`src/rtl/eett_pkg.sv`:
```
// Shared types and constants of the velocity error threshold detector.
// No dependencies; used by the controller, the datapath and the top level.
package eett_pkg;

  localparam int VEL_WIDTH = 16;
  localparam int ERR_W = 16;
  localparam int SUM_W = 24;
  localparam int TICK_W = 9;
  localparam int WL_W = 8;
  localparam int DIV_STEPS = SUM_W;
  localparam int DIV_CNT_W = $clog2(DIV_STEPS);

  localparam logic [15:0] ALPHA_RESET = 16'd3932;
  localparam logic [15:0] THRESHOLD_RESET = 16'd287;
  localparam logic [7:0] WARMUP_RESET = 8'd25;

  localparam logic [1:0] REG_ALPHA = 2'd0;
  localparam logic [1:0] REG_THRESHOLD = 2'd1;
  localparam logic [1:0] REG_WARMUP = 2'd2;

  typedef struct packed {
    logic [15:0] alpha;
    logic [15:0] threshold;
    logic [WL_W-1:0] warmup_len;
  } cfg_t;

  typedef struct packed {
    logic cap_in;
    logic ld_err;
    logic ld_sum;
    logic div_step;
    logic ld_wavg;
    logic mul1;
    logic mul2;
    logic cmp;
    logic ld_out;
  } cmd_t;

  typedef struct packed {
    logic warm;
  } status_t;

endpackage

```
`src/rtl/eett_ctrl.sv`:
```
// Sequencing state machine of the velocity error threshold detector.
// Depends on eett_pkg for the command and status structs.
module eett_ctrl (
  input  logic               clk,
  input  logic               rst,
  input  logic               in_valid,
  output logic               in_ready,
  output logic               out_valid,
  input  logic               out_ready,
  input  eett_pkg::status_t  status,
  output eett_pkg::cmd_t     cmd
);

  localparam logic [3:0] S_IDLE = 4'd0;
  localparam logic [3:0] S_ERR  = 4'd1;
  localparam logic [3:0] S_SUM  = 4'd2;
  localparam logic [3:0] S_DIV  = 4'd3;
  localparam logic [3:0] S_WAVG = 4'd4;
  localparam logic [3:0] S_MUL1 = 4'd5;
  localparam logic [3:0] S_MUL2 = 4'd6;
  localparam logic [3:0] S_CMP  = 4'd7;
  localparam logic [3:0] S_FIN  = 4'd8;

  logic [3:0] state;
  logic [3:0] state_next;
  logic [eett_pkg::DIV_CNT_W-1:0] cnt;
  logic [eett_pkg::DIV_CNT_W-1:0] cnt_next;
  logic out_free;

  assign in_ready = (state == S_IDLE);
  assign out_free = !out_valid || out_ready;

  always_comb begin
    state_next = state;
    cnt_next = cnt;
    cmd = '0;
    case (state)
      S_IDLE: begin
        cmd.cap_in = in_valid;
        if (in_valid) state_next = S_ERR;
      end
      S_ERR: begin
        cmd.ld_err = 1'b1;
        state_next = S_MUL1;
      end
      S_MUL1: begin
        if (status.warm) begin
          state_next = S_SUM;
        end else begin
          cmd.mul1 = 1'b1;
          state_next = S_MUL2;
        end
      end
      S_SUM: begin
        cmd.ld_sum = 1'b1;
        cnt_next = '0;
        state_next = S_DIV;
      end
      S_DIV: begin
        cmd.div_step = 1'b1;
        cnt_next = cnt + 1'b1;
        if (cnt == eett_pkg::DIV_CNT_W'(eett_pkg::DIV_STEPS - 1)) state_next = S_WAVG;
      end
      S_WAVG: begin
        cmd.ld_wavg = 1'b1;
        state_next = S_FIN;
      end
      S_MUL2: begin
        cmd.mul2 = 1'b1;
        state_next = S_CMP;
      end
      S_CMP: begin
        cmd.cmp = 1'b1;
        state_next = S_FIN;
      end
      S_FIN: begin
        if (out_free) begin
          cmd.ld_out = 1'b1;
          state_next = S_IDLE;
        end
      end
      default: begin
        state_next = S_IDLE;
      end
    endcase
  end

  always_ff @(posedge clk) begin
    if (rst) begin
      state <= S_IDLE;
      cnt <= '0;
      out_valid <= 1'b0;
    end else begin
      state <= state_next;
      cnt <= cnt_next;
      if (cmd.ld_out) begin
        out_valid <= 1'b1;
      end else if (out_ready) begin
        out_valid <= 1'b0;
      end
    end
  end

endmodule

```
`src/rtl/eett_dp.sv`:
```
// Datapath of the velocity error threshold detector: error, sum, divider, moving
// average and threshold compare. Depends on eett_pkg; driven by commands from eett_ctrl.
module eett_dp (
  input  logic                              clk,
  input  logic                              rst,
  input  eett_pkg::cmd_t                    cmd,
  output eett_pkg::status_t                 status,
  input  eett_pkg::cfg_t                    cfg,
  input  logic signed [eett_pkg::VEL_WIDTH-1:0] target_velocity,
  input  logic signed [eett_pkg::VEL_WIDTH-1:0] actual_velocity,
  output logic [eett_pkg::ERR_W-1:0]        average_error,
  output logic                              switch_pulse
);

  localparam int MAG_W = eett_pkg::VEL_WIDTH + 1;
  localparam int EXT_W = (MAG_W > 17) ? MAG_W : 17;

  logic signed [eett_pkg::VEL_WIDTH-1:0] tgt;
  logic signed [eett_pkg::VEL_WIDTH-1:0] act;
  logic [eett_pkg::ERR_W-1:0] err;
  logic [eett_pkg::TICK_W-1:0] tick_count;
  logic [eett_pkg::SUM_W-1:0] error_sum;
  logic [15:0] running_average;
  logic pulse;
  logic [eett_pkg::SUM_W-1:0] quo;
  logic [eett_pkg::WL_W-1:0] rem;
  logic [31:0] prod1;

  logic signed [MAG_W-1:0] diff;
  logic [MAG_W-1:0] mag;
  logic [EXT_W-1:0] mag_ext;
  logic [eett_pkg::ERR_W-1:0] err_sat;
  logic [eett_pkg::SUM_W:0] sum_wide;
  logic [eett_pkg::SUM_W-1:0] sum_sat;
  logic [eett_pkg::WL_W:0] trial;
  logic trial_ge;
  logic [16:0] beta;
  logic [32:0] prod2;
  logic [33:0] acc;

  assign diff = MAG_W'(tgt) - MAG_W'(act);
  assign mag = diff[MAG_W-1] ? MAG_W'(-diff) : MAG_W'(diff);
  assign mag_ext = EXT_W'(mag);
  assign err_sat = (mag_ext > EXT_W'(17'hFFFF)) ? 16'hFFFF : mag_ext[15:0];

  assign sum_wide = {1'b0, error_sum} + (eett_pkg::SUM_W + 1)'(err);
  assign sum_sat = sum_wide[eett_pkg::SUM_W] ? '1 : sum_wide[eett_pkg::SUM_W-1:0];

  assign trial = {rem, quo[eett_pkg::SUM_W-1]};
  assign trial_ge = (trial >= {1'b0, cfg.warmup_len});

  assign beta = 17'h10000 - {1'b0, cfg.alpha};
  assign prod2 = beta * running_average;
  assign acc = {2'b00, prod1} + {1'b0, prod2} + 34'd32768;

  assign status.warm = (tick_count <= {1'b0, cfg.warmup_len});

  always_ff @(posedge clk) begin
    if (rst) begin
      tick_count <= eett_pkg::TICK_W'(1);
      error_sum <= '0;
      running_average <= '0;
    end else begin
      if (cmd.ld_sum) begin
        error_sum <= sum_sat;
        tick_count <= tick_count + 1'b1;
      end
      if (cmd.ld_wavg) begin
        running_average <= (|quo[eett_pkg::SUM_W-1:16]) ? 16'hFFFF : quo[15:0];
      end
      if (cmd.mul2) begin
        running_average <= (|acc[33:32]) ? 16'hFFFF : acc[31:16];
      end
      if (cmd.cmp && (running_average > cfg.threshold)) begin
        tick_count <= eett_pkg::TICK_W'(1);
        error_sum <= '0;
      end
    end
  end

  always_ff @(posedge clk) begin
    if (cmd.cap_in) begin
      tgt <= target_velocity;
      act <= actual_velocity;
    end
    if (cmd.ld_err) begin
      err <= err_sat;
      pulse <= 1'b0;
    end
    if (cmd.cmp) pulse <= (running_average > cfg.threshold);
    if (cmd.ld_sum) begin
      quo <= sum_sat;
      rem <= '0;
    end
    if (cmd.div_step) begin
      quo <= {quo[eett_pkg::SUM_W-2:0], trial_ge};
      rem <= trial_ge ? eett_pkg::WL_W'(trial - {1'b0, cfg.warmup_len})
                      : trial[eett_pkg::WL_W-1:0];
    end
    if (cmd.mul1) prod1 <= cfg.alpha * err;
    if (cmd.ld_out) begin
      average_error <= running_average;
      switch_pulse <= pulse;
    end
  end

endmodule

```
`src/rtl/ema_error_threshold_trigger.sv`:
```
// Velocity error averaging detector: one item in, one result item out.
// Warm-up items pass through the 24-step restoring divider; moving-average items take
// the multiply and compare path. A new item is accepted only after the last result is
// loaded for output, which waits while an earlier result waits for m_tready.
// Synchronous active-high reset restores register defaults, the tick count to
// one, sum and average to zero. Depends on eett_pkg, eett_ctrl and eett_dp.
module ema_error_threshold_trigger (
  input  logic        clk,
  input  logic        rst,
  input  logic        s_tvalid,
  output logic        s_tready,
  // [15:0] target_velocity, [31:16] actual_velocity
  input  logic [2*eett_pkg::VEL_WIDTH-1:0] s_tdata,
  output logic        m_tvalid,
  input  logic        m_tready,
  // [15:0] average_error
  output logic [15:0] m_tdata,
  // [0] switch_pulse
  output logic [0:0]  m_tuser,
  input  logic        psel,
  input  logic        penable,
  input  logic        pwrite,
  input  logic [3:0]  paddr,
  input  logic [31:0] pwdata,
  output logic [31:0] prdata,
  output logic        pready
);

  eett_pkg::cfg_t cfg;
  eett_pkg::cmd_t cmd;
  eett_pkg::status_t status;
  logic wr_en;
  logic pulse_out;

  assign pready = 1'b1;
  assign wr_en = psel && penable && pwrite;

  always_ff @(posedge clk) begin
    if (rst) begin
      cfg.alpha <= eett_pkg::ALPHA_RESET;
      cfg.threshold <= eett_pkg::THRESHOLD_RESET;
      cfg.warmup_len <= eett_pkg::WARMUP_RESET;
    end else if (wr_en) begin
      case (paddr[3:2])
        eett_pkg::REG_ALPHA:     cfg.alpha <= pwdata[15:0];
        eett_pkg::REG_THRESHOLD: cfg.threshold <= pwdata[15:0];
        eett_pkg::REG_WARMUP:    cfg.warmup_len <= pwdata[7:0];
        default: begin
        end
      endcase
    end
  end

  always_comb begin
    case (paddr[3:2])
      eett_pkg::REG_ALPHA:     prdata = {16'd0, cfg.alpha};
      eett_pkg::REG_THRESHOLD: prdata = {16'd0, cfg.threshold};
      eett_pkg::REG_WARMUP:    prdata = {24'd0, cfg.warmup_len};
      default:                 prdata = '0;
    endcase
  end

  eett_ctrl u_ctrl (
    .clk       (clk),
    .rst       (rst),
    .in_valid  (s_tvalid),
    .in_ready  (s_tready),
    .out_valid (m_tvalid),
    .out_ready (m_tready),
    .status    (status),
    .cmd       (cmd)
  );

  eett_dp u_dp (
    .clk             (clk),
    .rst             (rst),
    .cmd             (cmd),
    .status          (status),
    .cfg             (cfg),
    .target_velocity (s_tdata[eett_pkg::VEL_WIDTH-1:0]),
    .actual_velocity (s_tdata[2*eett_pkg::VEL_WIDTH-1:eett_pkg::VEL_WIDTH]),
    .average_error   (m_tdata),
    .switch_pulse    (pulse_out)
  );

  assign m_tuser = pulse_out;

endmodule

```
`config.mk`:
```
export PLATFORM = sky130hd
export DESIGN_NAME = ema_error_threshold_trigger
export DESIGN_NICKNAME = d
export VERILOG_FILES = /design/src/rtl/eett_pkg.sv /design/src/rtl/eett_ctrl.sv /design/src/rtl/eett_dp.sv /design/src/rtl/ema_error_threshold_trigger.sv
export SDC_FILE = /design/constraint.sdc
export NUM_CORES = 2
export LEC_CHECK = 0
export BUFFER_PORTS_ARGS = -buffer_cell sky130_fd_sc_hd__buf_4
export CAP_MARGIN = 15
export CORE_MARGIN = 1.5
export CORE_UTILIZATION = 50
export CTS_CLUSTER_SIZE = 14
export DETAILED_ROUTE_END_ITERATION = 8
export PLACE_DENSITY = 0.67
export SYNTH_ARGS = -nofsm -noshare
export SYNTH_HDL_FRONTEND = slang
export SYNTH_SLANG_ARGS = --single-unit
```
`constraint.sdc`:
```
create_clock -name clk -period 10.7 [get_ports clk]
set_input_delay 2.14 -clock clk [delete_from_list [all_inputs] [get_ports clk]]
set_output_delay 2.14 -clock clk [all_outputs]
set_load 0.05 [all_outputs]
```
==> out/qor.txt <==
syn_area_per_cell -> 9.08 um2
fmax -> 112 MHz
port bufs -> 91
DR WL/cell -> 17.1 um
Crit. End Element -> flop
fin nets -> 4,149
Area after DPL -> 31,600 um2
Pins Over Slew Limit -> 0
Power Density -> 283 nW/um2
Die Width -> 248 um
crit share post-route -> 83.7%
Rel. slew slack -> 23.0%
Die Ht -> 248 um
Clock H-tree levels -> 1
cts repair resizes -> 0
Post-Syn Area -> 30,100 um2
ranking of synthesized cells by area -> fa_1, edfxtp_1, ha_1
die area -> 61,600 um2
Clk pin slew, worst setup/hold paths -> 60 ps
# fillers -> 5,508
count of unique library cells instantiated by Yosys -> 74
Startpoint Class -> flop
share of layout cells above drive strength 1 -> 6.97%
leading area contributor after synthesis -> fa_1
sequential fraction of the synthesis area -> 19.6%
vias in the first global route -> 22,700
Max-cap violations -> 0
GRT Overall Usage -> 24.0%
largest net degree at the start of global routing -> 69
gp weighted congestion -> 0.880
Critical-path top delay cell -> fa_1
Clock Skews -> 18.6 ps
via/cell ratio -> 5.34
crit-path max cell delay -> 550 ps
Top Ports -> 127
Data arrival, critical path -> 9460 ps
Antenna Nets Post-Route -> 0
placed insts -> 4,093
global-route wire length before repair -> 117 mm
status -> complete, but fails checks
via count -> 22,100
drt drc -> 12
ys flop type -> edfxtp_1
ANT cells -> 0
Placement Rows -> 89
grt total ovfl -> 0
cell area after layout -> 32,400 um2
most frequent cell after synthesis -> inv_1
area grow syn2layout -> 7.89%
DRT iter0 DRCs -> 1,261
Crit Path Class -> reg2reg
DP Wirelength -> 55.4 mm
core area -> 59,200 um2
Layout Utilization -> 54.7%
Clock Sinks -> 229
Final Hold Vio Count -> 0
Num CTS Buffers -> 27
cell mode on critical path -> fa_1
CTS Hold Bufs -> 0
insertion delay to the later sink of the worst-skew pair -> 570 ps
YS warnings -> 0
total power -> 9170 uW
initial antenna violation count -> 0
TritonCTS clock tree -> yes
Yosys top cell area share -> 29.1%
clock root cell -> clkbuf_16
Pre-antenna DRT Iters -> 7
Starting Density -> 50.7%
synthesized flop and latch total -> 229
Synth top cells by count -> inv_1, fa_1, nand2_1
Critical Path RT -> 11,210 ps
worst hold-check path type -> reg2reg
Post-CTS Setup Repair Bufs -> 0
crit path time final -> 8960 ps
final wirelength -> 70.9 mm
critical path fanouts, max -> 21
Max Buffers Root-to-Sink -> 3
worst slew pin tran -> 1150 ps
# setup viols final -> 0
Post-synth EDFFs -> 130
unrepaired setup endpoints after global routing -> no
synthesized netlist cell count -> 3,309
failing checks -> DRC
Lkg Pwr -> 0.0158 uW
Post-synth ARST share -> 0%
fin cells -> 4,144
peak supply drop -> 0.740 mV
TNS Setup -> 0 ps
power by group:
part	total, uW	internal, uW	switching [uW]
combinational	6890	2890	4000
clock	873	487	385
sequential	1410	1330	78.8
total	9170	4710	4460
cell families (layout without fill, tap and decap cells):
group	Yosys count	count (layout)	synth area share (%)
simple gates	1048	1048	16.7
buf+inv	787	834	10.1
fa+ha+maj	724	724	41.1
compound gates	391	391	8.72
flops	229	229	19.6
xor+xnor	100	100	2.91
mux	28	28	0.937
other cells	2	17	0.0250
routing by layer:
layer / vias up / wire [um] / global-route usage, %
li1: 10500 / - / -
met1: 11000 / 31100 / 32.1
met2: 540 / 34000 / 41.2
met3: 115 / 3190 / 2.14
met4: 0 / 2500 / 7.81
met5: - / 0 / 0
sequential cells by signal, summed over array words and instances, names as in the netlist, 9 cells and up:
signal	flops
u_dp.average_error	16
u_dp.running_average	16
u_dp.error_sum	24
u_dp.tgt	16
u_dp.quo	24
u_dp.act	16
u_dp.err	16
u_dp.prod1	32
cfg	40
u_dp.tick_count	9
metrics by stage:
stage	setup slack, ps	hold WS [ps]
after floorplan	2790	400
after global placement	1880	401
after detailed placement	1800	407
after CTS	1760	420
after global routing	1240	423
final	1740	425
critical path: cells and delay by family (launching register included):
kind / cells / cell delay [ps]
adder cells (fa/ha/maj): 7 / 3420
XOR/XNOR: 1 / 350
AO/OA/AOI/OAI: 8 / 2450
AND/OR/NAND/NOR: 8 / 1950
flip-flops: 1 / 290
buffers and inverters: 5 / 400
cell usage in the layout, fill, tap and decap left out, types with 7 or more instances in the layout:
master	n
dfxtp_1	99
nor2b_1	17
conb_1	17
nand4_1	24
nand2b_1	19
o21ai_0	62
nor3_1	23
a21o_1	27
mux2i_1	27
a31oi_1	22
xor2_1	36
inv_1	634
and4_1	8
o21bai_1	9
clkbuf_16	27
a311oi_1	11
nor4_1	7
a211oi_1	33
a211o_1	12
o31ai_1	9
and3_1	15
fa_1	437
nand3b_1	14
o21a_1	26
ha_1	287
a21oi_1	111
nor2_1	199
clkbuf_1	7
or2_2	9
o221a_2	14
buf_4	149
and2_1	232
edfxtp_1	130
xnor2_1	62
clkinv_2	8
nand2_1	434
o211ai_1	11
or3_1	7
nand3_1	19
worst paths after layout:
check	start	endpoint	slack [ps]	cells after the start
setup / recovery	cfg[26]$_SDFFE_PP1P_	u_dp.running_average[7]$_SDFFE_PP0P_	1740	29
hold / removal	u_dp.pulse$_SDFFCE_PN0P_	u_dp.switch_pulse$_DFFE_PP_	420	0
setup reg to reg	cfg[26]$_SDFFE_PP1P_	u_dp.running_average[7]$_SDFFE_PP0P_	1740	29
hold reg to reg	u_dp.pulse$_SDFFCE_PN0P_	u_dp.switch_pulse$_DFFE_PP_	420	0
final cells by class:
cell class | instances | area [um2] | area share (%)
repair buffers | 150 | 1130 | 3.48
clock inverters | 13 | 83.8 | 0.259
clock buffers | 37 | 743 | 2.29
multi-input cells | 2308 | 21200 | 65.5
inverters | 634 | 2380 | 7.34
well taps | 773 | 967 | 2.98
flip-flops and latches | 229 | 5890 | 18.2
Power figures use the tool's default switching activity.
